## src/rtl/core/swmm_pkg.sv

```systemverilog
// Package for the sliding-window minimum/maximum block.
// Holds the field widths, the default window depth and the token type
// that travels along the cell chain. No dependencies.
package swmm_pkg;

  localparam int unsigned SAMPLE_W       = 32;
  localparam int unsigned WSIZE_W        = 11;
  localparam int unsigned WINDOW_MAX_DEF = 1024;

  // Partial result passed from cell to cell, oldest sample toward newest.
  typedef struct packed {
    logic                       vld;
    logic signed [SAMPLE_W-1:0] lo;
    logic signed [SAMPLE_W-1:0] hi;
  } swmm_token_t;

endpackage

```

## src/rtl/core/swmm_cell.sv

```systemverilog
// One cell of the window chain: holds one sample of the shift line and
// merges it into the min/max token that passes through on its way out.
// Depends on swmm_pkg.
module swmm_cell #(
  parameter int unsigned IDX_W    = 10,
  parameter int unsigned CELL_IDX = 0
) (
  input  logic                                 clk,
  input  logic                                 rst_n,
  input  logic                                 shift_en,
  input  logic signed [swmm_pkg::SAMPLE_W-1:0] sample_in,
  output logic signed [swmm_pkg::SAMPLE_W-1:0] sample_out,
  input  logic                                 start,
  input  logic [IDX_W-1:0]                     launch_idx,
  input  swmm_pkg::swmm_token_t                tok_in,
  output swmm_pkg::swmm_token_t                tok_out
);
  import swmm_pkg::*;

  logic signed [SAMPLE_W-1:0] data_r;
  swmm_token_t                tok_r;
  swmm_token_t                tok_nxt;

  always_ff @(posedge clk) begin
    if (shift_en) begin
      data_r <= sample_in;
    end
  end

  always_comb begin
    tok_nxt = '0;
    priority if (start && (launch_idx == IDX_W'(CELL_IDX))) begin
      // The oldest sample of the window opens the token.
      tok_nxt.vld = 1'b1;
      tok_nxt.lo  = data_r;
      tok_nxt.hi  = data_r;
    end else if (tok_in.vld) begin
      tok_nxt.vld = 1'b1;
      tok_nxt.lo  = (data_r < tok_in.lo) ? data_r : tok_in.lo;
      tok_nxt.hi  = (data_r > tok_in.hi) ? data_r : tok_in.hi;
    end else begin
      tok_nxt = tok_in;
    end
  end

  // Only the valid bit is reset; the extremes are don't-care while it is low.
  always_ff @(posedge clk) begin
    if (!rst_n) begin
      tok_r.vld <= 1'b0;
    end else begin
      tok_r.vld <= tok_nxt.vld;
    end
    tok_r.lo <= tok_nxt.lo;
    tok_r.hi <= tok_nxt.hi;
  end

  assign sample_out = data_r;
  assign tok_out    = tok_r;

endmodule
```

## config.mk

```make
export PLATFORM = sky130hd
export DESIGN_NAME = swmm_cell
export DESIGN_NICKNAME = d
export VERILOG_FILES = /design/src/rtl/core/swmm_pkg.sv /design/src/rtl/core/swmm_cell.sv
export SDC_FILE = /design/constraint.sdc
export NUM_CORES = 1
export LEC_CHECK = 0
export ABC_AREA = 1
export BUFFER_PORTS_ARGS = -buffer_cell sky130_fd_sc_hd__buf_4
export CAP_MARGIN = 20
export CORE_UTILIZATION = 30
export CTS_CLUSTER_SIZE = 40
export DETAILED_ROUTE_END_ITERATION = 8
export GPL_TIMING_DRIVEN = 0
export SLEW_MARGIN = 20
export SYNTH_ARGS = -nofsm -noshare
export SYNTH_HDL_FRONTEND = slang
export SYNTH_SLANG_ARGS = --single-unit
```

## constraint.sdc

```tcl
create_clock -name clk -period 3.95 [get_ports clk]
set_input_delay 0.9875 -clock clk [delete_from_list [all_inputs] [get_ports clk]]
set_output_delay 0.9875 -clock clk [all_outputs]
set_load 0.05 [all_outputs]
```

==> results of run 1 <==
==> worst max-delay path: stages <==
cell      delay (ns)
buf_4           0.09
inv_1           0.03
ha_1            0.30
nand4_1         0.12
nor3_1          0.40
nand2_1         0.10
nand2_1         0.10
nand2_1         0.07
nand3b_1        0.11
nand2_2         0.07
nand2_4         0.12
nand2_8         0.09
buf_12          0.16
nand2_2         0.06
nand2_2         0.05
==> worst paths after layout <==
kind                                                from             endpoint  slack, ns
worst max-delay path                          tok_in[15]  tok_out[30]$_DFF_P_       1.32
worst min-delay path             sample_out[5]$_DFFE_PP_   tok_out[5]$_DFF_P_       0.59
worst max register to register  sample_out[15]$_DFFE_PP_  tok_out[30]$_DFF_P_       1.51
worst min register to register   sample_out[5]$_DFFE_PP_   tok_out[5]$_DFF_P_       0.59
==> layout by cell type, fill, tap and decap left out, types with 3 or more instances in the layout <==
master / count
nand4_1: 4
nor4_1: 4
inv_1: 77
buf_4: 214
nand3_1: 103
a21oi_1: 28
edfxtp_1: 32
buf_12: 3
ha_1: 63
dfxtp_1: 65
inv_2: 3
nand2_2: 62
clkbuf_1: 8
o21ai_1: 5
nor3_1: 5
o21a_1: 3
bufinv_16: 3
clkbuf_16: 9
nor2_1: 11
nand2_1: 97
nand3_2: 3
==> layer usage <==
| metal | up-vias | GRT usage (%) | wire length (microns) |
|---|---|---|---|
| met5 | - | 0 | 0 |
| met4 | 0 | 5.87 | 207 |
| met3 | 14 | 5.44 | 1420 |
| met2 | 164 | 28.2 | 7170 |
| met1 | 2103 | 21.6 | 6660 |
| li1 | 2424 | - | - |
==> power by group through the flow <==
stage / Sequential (mW) / Combinational, mW / Clock [mW]
global placement: 1.25 / 1.18 / 0
floorplan: 1.67 / 0.355 / 0
detailed placement: 1.25 / 1.18 / 0
global route: 1.24 / 1.27 / 1.10
CTS: 1.23 / 1.19 / 1.07
finish: 1.23 / 1.18 / 1.04
==> registers in the layout, summed over array words and instances, names as in the netlist <==
name	flops
tok_out	65
sample_out	32
==> per-stage QoR <==
| step | setup slack [ns] | hold slack (ns) | instance area, sq um | instances | util [%] |
|---|---|---|---|---|---|
| detailed placement | 0.909 | 0.584 | 7070 | 1028 | 42.0 |
| floorplan | 1.45 | 0.831 | 5240 | 601 | - |
| global placement | 0.913 | 0.575 | 7070 | 1028 | 42.0 |
| finish | 1.32 | 0.593 | 7420 | 1044 | 44.1 |
| global route | 1.08 | 0.617 | 7420 | 1044 | 44.1 |
| CTS | 1.29 | 0.602 | 7420 | 1044 | 44.1 |
==> logic make-up after synthesis <==
group           synth area share [%]
simple gates                    28.5
buf+inv                         8.78
flops                           43.2
fa+ha+maj                       15.0
compound gates                  4.53
==> layout make-up <==
| class | count | share of cell area [%] |
|---|---|---|
| repair buffers | 207 | 20.9 |
| flip-flops and latches | 97 | 30.5 |
| multi-input cells | 402 | 33.9 |
| plain buffers | 22 | 2.16 |
| well taps | 220 | 3.71 |
| clock buffers | 10 | 3.22 |
| inverters | 80 | 4.04 |
| clock inverters | 6 | 1.53 |
==> impl_results.html, run 1 <==
<table>
<tr><th>Metric</th><th>Value</th></tr>
<tr><th colspan="2">Placement</th></tr>
<tr><td>Half-perimeter wire length after detailed placement</td><td>12200 microns</td></tr>
<tr><td>Final RePlAce weighted congestion</td><td>0.784</td></tr>
<tr><td>Input/output buffers</td><td>207</td></tr>
<tr><th colspan="2">Min path</th></tr>
<tr><td>Worst hold path depth</td><td>2</td></tr>
<tr><td>Classification of the worst-slack hold path</td><td>register to register</td></tr>
<tr><th colspan="2">Global route</th></tr>
<tr><td>Wire length of the first global-routing pass</td><td>23400 microns</td></tr>
<tr><td>Number of antenna violations at the first check in global routing</td><td>0</td></tr>
<tr><td>Total routing resource utilization after global routing</td><td>17.3%</td></tr>
<tr><td>GRT overflow</td><td>0</td></tr>
<tr><td>Vias in the first global route</td><td>4450</td></tr>
<tr><td>Maximum number of pins on one net before global-route repair</td><td>33</td></tr>
<tr><th colspan="2">Route</th></tr>
<tr><td>Antenna Violating Nets Remaining</td><td>0</td></tr>
<tr><td>Detail-routed net length per standard cell</td><td>14.8 microns</td></tr>
<tr><td>DR vias</td><td>4705</td></tr>
<tr><td>Final WL</td><td>15500 microns</td></tr>
<tr><td>Residual DRC</td><td>0</td></tr>
<tr><td>Vias per cell</td><td>4.51</td></tr>
<tr><td>First-pass DRT Iterations</td><td>5</td></tr>
<tr><td>Count of routing violations after the opening detailed-route iteration</td><td>155</td></tr>
<tr><th colspan="2">Synth</th></tr>
<tr><td>Number of warnings printed during yosys synthesis</td><td>0</td></tr>
<tr><td>Async SR Flop Fraction</td><td>0%</td></tr>
<tr><td>Number of distinct library cell variants in the gate-level netlist after synthesis</td><td>33</td></tr>
<tr><td>Biggest area consumer among synthesized cells</td><td>dfxtp_1</td></tr>
<tr><td>Synthesized Nets</td><td>775</td></tr>
<tr><td>Top FF cell, synth</td><td>dfxtp_1</td></tr>
<tr><td>Flip-flop and latch count after synthesis</td><td>97</td></tr>
<tr><td>Syn Area/Cell</td><td>8.72 sq um</td></tr>
<tr><td>Sequential element share of the synthesized area</td><td>43.2%</td></tr>
<tr><td>EDFF count, synth</td><td>32</td></tr>
<tr><td>Share of the synthesized area in the top cell type</td><td>24.8%</td></tr>
<tr><td>Biggest area contributors in the synthesized netlist</td><td>dfxtp_1 25%, edfxtp_1 18%, ha_1 15%</td></tr>
<tr><td>Synthesized cell area</td><td>0.00524 sq mm</td></tr>
<tr><td>Gate Count Post-Synth</td><td>601</td></tr>
<tr><td>Post-synth top cells</td><td>103 x nand3_1, 97 x nand2_1, 77 x inv_1</td></tr>
<tr><td>Most repeated cell in the gate-level netlist after synthesis</td><td>nand3_1</td></tr>
<tr><th colspan="2">Clock network</th></tr>
<tr><td>Post-CTS setup-driven buffer insertion count</td><td>0</td></tr>
<tr><td>Number of clock buffers inserted by TritonCTS</td><td>9</td></tr>
<tr><td>CTS clk-pin slew, worst paths</td><td>0.07 ns</td></tr>
<tr><td>Clock tree sinks</td><td>97</td></tr>
<tr><td>Clock Path Buffers</td><td>2</td></tr>
<tr><td>Clock latency reported for the late side of the worst-skew pair</td><td>0.35 ns</td></tr>
<tr><td>H-tree levels</td><td>3</td></tr>
<tr><td>Master cell of the clock root buffer</td><td>clkbuf_16</td></tr>
<tr><td>Gates resized, CTS repair</td><td>0</td></tr>
<tr><td>TritonCTS clock tree</td><td>yes</td></tr>
<tr><td>Number of hold buffers added after cts</td><td>0</td></tr>
<tr><th colspan="2">Power</th></tr>
<tr><td>Overall power of the completed layout</td><td>3.45 mW</td></tr>
<tr><td>Sw frac</td><td>36.3%</td></tr>
<tr><td>Combinational Power Share</td><td>34.1%</td></tr>
<tr><td>Pwr per Cell Area</td><td>464 mW/mm^2</td></tr>
<tr><td>Int Power</td><td>2.20 mW</td></tr>
<tr><td>Proportion of power drawn by the clock network</td><td>30.1%</td></tr>
<tr><td>Leakage</td><td>3.88 nW</td></tr>
<tr><td>Sequential Power Share</td><td>35.7%</td></tr>
<tr><td>Switching power</td><td>1.25 mW</td></tr>
<tr><td>Peak supply drop</td><td>196 uV</td></tr>
<tr><th colspan="2">Setup path</th></tr>
<tr><td>Crit-path max FO</td><td>10</td></tr>
<tr><td>Startpoint type of the worst setup path</td><td>input pin</td></tr>
<tr><td>Cell depth of the worst flop-to-flop path</td><td>13</td></tr>
<tr><td>Critical Path End Type</td><td>register</td></tr>
<tr><td>Arrival time of data at the critical path endpoint</td><td>2.88 ns</td></tr>
<tr><td>Worst setup path category</td><td>input pin to register</td></tr>
<tr><td>CP required</td><td>4.20 ns</td></tr>
<tr><th colspan="2">Finish</th></tr>
<tr><td>Inserted Diodes</td><td>0</td></tr>
<tr><td>Share of final-layout standard cells stronger than drive strength 1</td><td>37.5%</td></tr>
<tr><td>Area taken by multi-input logic gates</td><td>0.00252 sq mm</td></tr>
<tr><td>Sequential cell area in the final layout</td><td>0.00226 sq mm</td></tr>
<tr><td>Synthesis-to-layout area growth</td><td>41.6%</td></tr>
<tr><td>Filler Cells Inserted</td><td>1746</td></tr>
<tr><td>Final #Nets</td><td>993</td></tr>
<tr><th colspan="2">Floorplanning</th></tr>
<tr><td>Starting Density</td><td>31.2%</td></tr>
<tr><td>Count of boundary I/O pins</td><td>208</td></tr>
<tr><td>Horizontal die dimension</td><td>134 microns</td></tr>
<tr><td>Core ar.</td><td>0.0168 sq mm</td></tr>
<tr><td>Rows</td><td>47</td></tr>
<tr><td>Area enclosed by the die boundary</td><td>0.0180 sq mm</td></tr>
<tr><td>DIE HEIGHT</td><td>134 microns</td></tr>
<tr><th colspan="2">Timing</th></tr>
<tr><td>Max_slew headroom</td><td>63.5%</td></tr>
<tr><td>Summed negative setup slack over all endpoints</td><td>0 ns</td></tr>
<tr><td>Setup repair after global routing missed its margin</td><td>no</td></tr>
<tr><td>Pins Over Slew Limit</td><td>0</td></tr>
<tr><td>Fmax achieved</td><td>380 MHz</td></tr>
<tr><td>Final period util</td><td>66.6%</td></tr>
<tr><td>Final setup violation count</td><td>0</td></tr>
<tr><td>Final worst clock skew</td><td>0.00887 ns</td></tr>
<tr><td>Worst-margin pin slew</td><td>0.548 ns</td></tr>
<tr><td>Final hold vios</td><td>0</td></tr>
<tr><td>Post-layout minimum cycle time</td><td>2.63 ns</td></tr>
<tr><th colspan="2">Run</th></tr>
<tr><td>Count of max-cap constraint violations</td><td>0</td></tr>
<tr><th colspan="2">Outcome</th></tr>
<tr><td>Status</td><td>complete, no violations</td></tr>
</table>
No activity file was read; power rests on OpenSTA's default activity.
==> inputs of run 2 (changes only) <==
Clock period 3.95 ns to 2.2 ns, I/O delays scaled along.
==> run 2 against run 1 <==
The flow now finishes with violations (setup timing). Sequential power up 78%. Clock skew down 0.00075 ns. Power up 81%. Setup slack worse by 1.4 ns. Sequential share of layout area down 2.5 points. Global-route usage up 0.77 points. Clock power up 60%. Final cell count up 5.3%. Core utilization up 3.9 points. Via count up 4.9%. Hold slack worse by 0.22 ns.
==> impl_results.html, run 2 (synthesized netlist as in run 1, its figures left out) <==
<table>
<tr><th>Metric</th><th>Value</th></tr>
<tr><th colspan="2">Outcome</th></tr>
<tr><td>Status</td><td>finished, violations left</td></tr>
<tr><td>Violated checks</td><td>setup timing</td></tr>
<tr><th colspan="2">Floorplanning</th></tr>
<tr><td>Core ar.</td><td>0.0168 sq mm</td></tr>
<tr><td>Area enclosed by the die boundary</td><td>0.0180 sq mm</td></tr>
<tr><td>Horizontal die dimension</td><td>134 microns</td></tr>
<tr><td>Rows</td><td>47</td></tr>
<tr><td>Starting Density</td><td>31.2%</td></tr>
<tr><td>DIE HEIGHT</td><td>134 microns</td></tr>
<tr><td>Count of boundary I/O pins</td><td>208</td></tr>
<tr><th colspan="2">Global route</th></tr>
<tr><td>Vias in the first global route</td><td>4721</td></tr>
<tr><td>Global-route layer with the greatest usage</td><td>met2</td></tr>
<tr><td>Met2 routing resource usage after global routing</td><td>30.4%</td></tr>
<tr><td>Total routing resource utilization after global routing</td><td>18.1%</td></tr>
<tr><td>Global-route met1 utilization</td><td>22.9%</td></tr>
<tr><td>GRT overflow</td><td>0</td></tr>
<tr><td>Global routing usage on met3</td><td>5.22%</td></tr>
<tr><td>Maximum number of pins on one net before global-route repair</td><td>33</td></tr>
<tr><td>Number of antenna violations at the first check in global routing</td><td>0</td></tr>
<tr><td>Wire length of the first global-routing pass</td><td>24900 microns</td></tr>
<tr><th colspan="2">Power</th></tr>
<tr><td>Peak supply drop</td><td>472 uV</td></tr>
<tr><td>Int Power</td><td>3.94 mW</td></tr>
<tr><td>Leakage</td><td>4.24 nW</td></tr>
<tr><td>Pwr per Cell Area</td><td>772 mW/mm^2</td></tr>
<tr><td>Proportion of power drawn by the clock network</td><td>26.6%</td></tr>
<tr><td>Sequential Power Share</td><td>35.1%</td></tr>
<tr><td>Overall power of the completed layout</td><td>6.23 mW</td></tr>
<tr><td>Switching power</td><td>2.30 mW</td></tr>
<tr><td>Combinational Power Share</td><td>38.4%</td></tr>
<tr><td>Sw frac</td><td>36.9%</td></tr>
<tr><th colspan="2">Finish</th></tr>
<tr><td>Filler Cells Inserted</td><td>1647</td></tr>
<tr><td>Leading cell type in the layout, fill and taps excluded</td><td>buf_4</td></tr>
<tr><td>Synthesis-to-layout area growth</td><td>54.0%</td></tr>
<tr><td>Highest-count cells in the layout ignoring fill and taps</td><td>257 x buf_4, 103 x nand3_1, 89 x nand2_1, 76 x inv_1, 65 x dfxtp_1</td></tr>
<tr><td>Inserted Diodes</td><td>0</td></tr>
<tr><td>Largest register FFs</td><td>65</td></tr>
<tr><td>Finished Layout Cells</td><td>1099</td></tr>
<tr><td>Final #Nets</td><td>1048</td></tr>
<tr><td>Share of final-layout standard cells stronger than drive strength 1</td><td>43.8%</td></tr>
<tr><th colspan="2">Route</th></tr>
<tr><td>Detail-routed net length per standard cell</td><td>15.0 microns</td></tr>
<tr><td>Vias per cell</td><td>4.49</td></tr>
<tr><td>Residual DRC</td><td>0</td></tr>
<tr><td>DR vias</td><td>4935</td></tr>
<tr><td>Count of routing violations after the opening detailed-route iteration</td><td>147</td></tr>
<tr><td>Final WL</td><td>16500 microns</td></tr>
<tr><td>First-pass DRT Iterations</td><td>4</td></tr>
<tr><td>Antenna Violating Nets Remaining</td><td>0</td></tr>
<tr><th colspan="2">Clock network</th></tr>
<tr><td>Clock latency reported for the late side of the worst-skew pair</td><td>0.35 ns</td></tr>
<tr><td>Master cell of the clock root buffer</td><td>clkbuf_16</td></tr>
<tr><td>H-tree levels</td><td>3</td></tr>
<tr><td>Number of hold buffers added after cts</td><td>0</td></tr>
<tr><td>Clock tree sinks</td><td>97</td></tr>
<tr><td>Clock Path Buffers</td><td>2</td></tr>
<tr><td>Number of clock buffers inserted by TritonCTS</td><td>9</td></tr>
<tr><td>CTS clk-pin slew, worst paths</td><td>0.07 ns</td></tr>
<tr><td>TritonCTS clock tree</td><td>yes</td></tr>
<tr><th colspan="2">Setup path</th></tr>
<tr><td>Worst R2R Setup Slack</td><td>-0.06 ns</td></tr>
<tr><td>Arrival time of data at the critical path endpoint</td><td>2.51 ns</td></tr>
<tr><td>Cell depth of the worst flop-to-flop path</td><td>14</td></tr>
<tr><td>Capture point of the critical path</td><td>tok_out[16]$_DFF_P_</td></tr>
<tr><td>Worst setup path category</td><td>register to register</td></tr>
<tr><td>Worst reg2reg endpoint</td><td>tok_out[16]$_DFF_P_</td></tr>
<tr><td>First element of the critical path</td><td>sample_out[15]$_DFFE_PP_</td></tr>
<tr><td>Crit-path max FO</td><td>6</td></tr>
<tr><td>Startpoint type of the worst setup path</td><td>register</td></tr>
<tr><td>CP required</td><td>2.45 ns</td></tr>
<tr><td>Critical Path End Type</td><td>register</td></tr>
<tr><td>Crit Reg-Reg Startpoint</td><td>sample_out[15]$_DFFE_PP_</td></tr>
<tr><th colspan="2">Timing</th></tr>
<tr><td>Final hold vios</td><td>0</td></tr>
<tr><td>Setup repair after global routing missed its margin</td><td>yes</td></tr>
<tr><td>Worst-margin pin slew</td><td>0.644 ns</td></tr>
<tr><td>Max_slew headroom</td><td>57.1%</td></tr>
<tr><td>Final period util</td><td>103%</td></tr>
<tr><td>Worst hold margin</td><td>0.370 ns</td></tr>
<tr><td>Post-layout minimum cycle time</td><td>2.26 ns</td></tr>
<tr><td>Pins Over Slew Limit</td><td>0</td></tr>
<tr><td>Final setup violation count</td><td>31</td></tr>
<tr><td>Setup slack of the critical path after layout</td><td>-0.0630 ns</td></tr>
<tr><td>Fmax achieved</td><td>442 MHz</td></tr>
<tr><td>Final worst clock skew</td><td>0.00812 ns</td></tr>
<tr><th colspan="2">Run</th></tr>
<tr><td>Count of max-cap constraint violations</td><td>0</td></tr>
<tr><th colspan="2">Placement</th></tr>
<tr><td>Final RePlAce weighted congestion</td><td>0.793</td></tr>
<tr><td>Input/output buffers</td><td>207</td></tr>
<tr><td>Placed insts</td><td>1028</td></tr>
<tr><td>Half-perimeter wire length after detailed placement</td><td>12100 microns</td></tr>
<tr><th colspan="2">Min path</th></tr>
<tr><td>Classification of the worst-slack hold path</td><td>input pin to register</td></tr>
</table>
==> run 2: cell count changes in the layout (fill, tap and decap cells not counted), sizes merged <==
cell,change
clkinvlp,-2
clkinv,+2
bufinv,-2
clkbuf,+4
buf,+53
==> run 2: worst min path at each step <==
stage	start	to	slack (ns)	cells after the start
finish	sample_in[19]	sample_out[19]$_DFFE_PP_	0.37	1
detailed placement	sample_out[0]$_DFFE_PP_	tok_out[0]$_DFF_P_	0.57	2
CTS	sample_in[20]	sample_out[20]$_DFFE_PP_	0.36	1
floorplan	sample_in[0]	sample_out[0]$_DFFE_PP_	0.65	0
global placement	sample_out[0]$_DFFE_PP_	tok_out[0]$_DFF_P_	0.54	2
global route	sample_in[4]	sample_out[4]$_DFFE_PP_	0.35	1
==> run 2: cell type report <==
class / instances / area (sq um) / share of cell area [%]
plain buffers: 22 / 206 / 2.56
clock buffers: 12 / 267 / 3.30
clock inverters: 4 / 48.8 / 0.604
inverters: 80 / 300 / 3.72
multi-input cells: 402 / 2700 / 33.5
flip-flops and latches: 97 / 2260 / 28.0
well taps: 220 / 275 / 3.41
repair buffers: 262 / 2010 / 24.9
==> run 2: what timing repair did <==
item,in CTS,in global routing
setup endpoints to repair,60,64
resized for setup,25,24
pin swaps,9,10
cloned,0,2
buffers inserted,36,17
==> run 2: layer usage <==
metal,part of all wire (%),vias to the layer above
li1,-,2531
met1,45,2244
met2,48,147
met3,6.2,13
met4,1.2,0
met5,0,-
==> run 2: metrics by stage <==
step           cell area [sq um]  TNS [ns]  util (%)  setup slack, ns
2_1_floorplan               5270   -0.0728         -         -0.00305
3_3_place_gp                7100    -16.44      42.2           -0.348
3_5_place_dp                7100    -16.89      42.2           -0.345
4_1_cts                     7800    -0.637      46.4          -0.0378
5_1_grt                     8080    -10.12      48.0           -0.192
6_report                    8080     -1.43      48.0          -0.0630
==> run 2: worst max-delay path, stage by stage, from the launching register on <==
cell and delay, ns:
edfxtp_1 0.42, buf_4 0.17, ha_4 0.27, nand4_1 0.13, nor3_2 0.24, nand2_1 0.09, nand2_1 0.08, nand2_2 0.05
nand3b_1 0.11, nand2_2 0.07, nand2_4 0.13, nand2_8 0.11, clkbuf_16 0.19, nand2_4 0.05, nand2_2 0.04
==> run 2: power by group through the flow <==
stage	combinational (mW)	sequential, mW	clock, mW
final	2.39	2.19	1.66
after global routing	2.56	2.21	1.78
after CTS	2.30	2.19	1.71
after detailed placement	2.14	2.26	0
after global placement	2.12	2.26	0
after floorplan	0.641	3.00	0
==> inputs of run 3 (changes only) <==
Settings changed: PLACE_DENSITY set to 0.57.
Clock period 2.2 ns to 2.4 ns, I/O delays scaled along.
==> run 3 against run 2 <==
Maximum frequency up 0.51%. The run now ends clean. Sequential power fell by 8%. Largest power group unchanged. Clock skew is essentially flat. Highest routed layer unchanged. Wire length fell by 1.9%.
==> impl_results.html, run 3 (synthesized netlist as in run 1, its figures left out) <==
<table>
<tr><th>Metric</th><th>Value</th></tr>
<tr><th colspan="2">Route</th></tr>
<tr><td>DR vias</td><td>4851</td></tr>
<tr><td>Residual DRC</td><td>0</td></tr>
<tr><td>First-pass DRT Iterations</td><td>4</td></tr>
<tr><td>Detail-routed net length per standard cell</td><td>14.9 microns</td></tr>
<tr><td>Count of routing violations after the opening detailed-route iteration</td><td>197</td></tr>
<tr><td>Final WL</td><td>16100 microns</td></tr>
<tr><td>Vias per cell</td><td>4.48</td></tr>
<tr><td>Antenna Violating Nets Remaining</td><td>0</td></tr>
<tr><th colspan="2">Floorplanning</th></tr>
<tr><td>Horizontal die dimension</td><td>134 microns</td></tr>
<tr><td>Count of boundary I/O pins</td><td>208</td></tr>
<tr><td>DIE HEIGHT</td><td>134 microns</td></tr>
<tr><td>Starting Density</td><td>31.2%</td></tr>
<tr><td>Rows</td><td>47</td></tr>
<tr><td>Core ar.</td><td>0.0168 sq mm</td></tr>
<tr><td>Area enclosed by the die boundary</td><td>0.0180 sq mm</td></tr>
<tr><th colspan="2">Global route</th></tr>
<tr><td>Wire length of the first global-routing pass</td><td>24200 microns</td></tr>
<tr><td>Maximum number of pins on one net before global-route repair</td><td>33</td></tr>
<tr><td>GRT overflow</td><td>0</td></tr>
<tr><td>Vias in the first global route</td><td>4546</td></tr>
<tr><td>Number of antenna violations at the first check in global routing</td><td>0</td></tr>
<tr><td>Total routing resource utilization after global routing</td><td>17.7%</td></tr>
<tr><th colspan="2">Run</th></tr>
<tr><td>Count of max-cap constraint violations</td><td>0</td></tr>
<tr><th colspan="2">Finish</th></tr>
<tr><td>Synthesis-to-layout area growth</td><td>49.0%</td></tr>
<tr><td>Final #Nets</td><td>1033</td></tr>
<tr><td>Share of final-layout standard cells stronger than drive strength 1</td><td>41.8%</td></tr>
<tr><td>Highest-count cells in the layout ignoring fill and taps</td><td>250 x buf_4, 103 x nand3_1, 94 x nand2_1, 77 x inv_1</td></tr>
<tr><td>Inserted Diodes</td><td>0</td></tr>
<tr><td>Finished Layout Cells</td><td>1084</td></tr>
<tr><td>Filler Cells Inserted</td><td>1686</td></tr>
<tr><td>Area taken by multi-input logic gates</td><td>0.00263 sq mm</td></tr>
<tr><td>Post-route standard cell area excluding fillers</td><td>0.00781 sq mm</td></tr>
<tr><td>Largest register FFs</td><td>65</td></tr>
<tr><td>Leading cell type in the layout, fill and taps excluded</td><td>buf_4</td></tr>
<tr><td>Utilization after layout</td><td>46.5%</td></tr>
<tr><td>Sequential cell area in the final layout</td><td>0.00226 sq mm</td></tr>
<tr><th colspan="2">Clock network</th></tr>
<tr><td>CTS clk-pin slew, worst paths</td><td>0.07 ns</td></tr>
<tr><td>Master cell of the clock root buffer</td><td>clkbuf_16</td></tr>
<tr><td>H-tree levels</td><td>3</td></tr>
<tr><td>Clock tree sinks</td><td>97</td></tr>
<tr><td>Clock Path Buffers</td><td>2</td></tr>
<tr><td>Clock latency reported for the late side of the worst-skew pair</td><td>0.36 ns</td></tr>
<tr><td>Number of clock buffers inserted by TritonCTS</td><td>9</td></tr>
<tr><td>TritonCTS clock tree</td><td>yes</td></tr>
<tr><td>Number of hold buffers added after cts</td><td>0</td></tr>
<tr><th colspan="2">Placement</th></tr>
<tr><td>Placed standard-cell area</td><td>0.00707 sq mm</td></tr>
<tr><td>Placed insts</td><td>1028</td></tr>
<tr><td>Setup slack after placement</td><td>-0.202 ns</td></tr>
<tr><td>Input/output buffers</td><td>207</td></tr>
<tr><td>Half-perimeter wire length after detailed placement</td><td>12200 microns</td></tr>
<tr><td>Final RePlAce weighted congestion</td><td>0.760</td></tr>
<tr><th colspan="2">Timing</th></tr>
<tr><td>Worst hold margin</td><td>0.416 ns</td></tr>
<tr><td>Pins Over Slew Limit</td><td>0</td></tr>
<tr><td>Final period util</td><td>93.8%</td></tr>
<tr><td>Final hold vios</td><td>0</td></tr>
<tr><td>Post-layout minimum cycle time</td><td>2.25 ns</td></tr>
<tr><td>Fmax achieved</td><td>444 MHz</td></tr>
<tr><td>Worst-margin pin slew</td><td>0.539 ns</td></tr>
<tr><td>Summed negative setup slack over all endpoints</td><td>0 ns</td></tr>
<tr><td>Final worst clock skew</td><td>0.00818 ns</td></tr>
<tr><td>Max_slew headroom</td><td>64.1%</td></tr>
<tr><td>Setup slack of the critical path after layout</td><td>0.148 ns</td></tr>
<tr><td>Final setup violation count</td><td>0</td></tr>
<tr><th colspan="2">Setup path</th></tr>
<tr><td>Arrival time of data at the critical path endpoint</td><td>2.50 ns</td></tr>
<tr><td>Crit-path max FO</td><td>10</td></tr>
<tr><td>Critical Path End Type</td><td>register</td></tr>
<tr><td>Startpoint type of the worst setup path</td><td>register</td></tr>
<tr><td>CP required</td><td>2.65 ns</td></tr>
<tr><td>Cell depth of the worst flop-to-flop path</td><td>11</td></tr>
<tr><td>Worst setup path category</td><td>register to register</td></tr>
<tr><th colspan="2">Power</th></tr>
<tr><td>Pwr per Cell Area</td><td>716 mW/mm^2</td></tr>
<tr><td>Overall power of the completed layout</td><td>5.59 mW</td></tr>
<tr><td>Leakage</td><td>4.07 nW</td></tr>
<tr><td>Peak supply drop</td><td>451 uV</td></tr>
<tr><th colspan="2">Min path</th></tr>
<tr><td>Worst hold path depth</td><td>1</td></tr>
<tr><td>Classification of the worst-slack hold path</td><td>input pin to register</td></tr>
<tr><th colspan="2">Outcome</th></tr>
<tr><td>Status</td><td>complete, no violations</td></tr>
</table>
==> run 3: cell count changes in the layout (fill, tap and decap cells not counted), sizes merged <==
cell      before  now
clkinv         2    3
buf          274  261
clkinvlp       0    1
clkbuf        22   19
inv           81   80
==> run 3: where the power goes <==
part,leakage (nW),internal [mW],switching [mW]
logic,3.07,0.752,1.33
clock network,0.145,0.836,0.655
registers,0.861,1.91,0.111
total,4.07,3.49,2.10
==> run 3: layer usage <==
layer  vias up  part of all wire [%]  GRT usage, %  wire (microns)
li1       2495                     -             -               -
met1      2216                    46          22.8            7400
met2       132                    46          28.5            7470
met3         8                   7.1          6.24            1140
met4         0                  0.78          3.93             126
met5         -                     0             0               0
==> run 3: worst paths after layout <==
path              slack, ns                        to                     start
setup / recovery       0.15       tok_out[46]$_DFF_P_  sample_out[22]$_DFFE_PP_
setup reg to reg       0.15       tok_out[46]$_DFF_P_  sample_out[22]$_DFFE_PP_
hold reg to reg        0.54       tok_out[37]$_DFF_P_   sample_out[5]$_DFFE_PP_
hold / removal         0.42  sample_out[11]$_DFFE_PP_             sample_in[11]
==> run 3: repair_timing <==
item / 4_1_cts / 5_1_grt
gates resized for setup: 1 / 26
setup buffers: 0 / 40
pin swaps: 0 / 11
setup endpoints to repair: 30 / 60
==> run 3: cell type report <==
type	count	area share, %
Multi-Input combinational cell	402	33.7
Inverter	80	3.84
Timing Repair Buffer	247	23.7
Sequential cell	97	29.0
Buffer	22	2.45
Tap cell	220	3.52
Clock buffer	11	3.11
Clock inverter	5	0.721
==> run 3: worst max-delay path, stage by stage (launching register included) <==
cell	delay (ns)
edfxtp_1	0.48
ha_1	0.32
nand2_1	0.09
nor2_1	0.15
nand4_1	0.20
nor3_2	0.20
nand2_2	0.09
nand3_1	0.12
nand3_4	0.13
buf_4	0.20
nand3_1	0.08
nand2_1	0.07
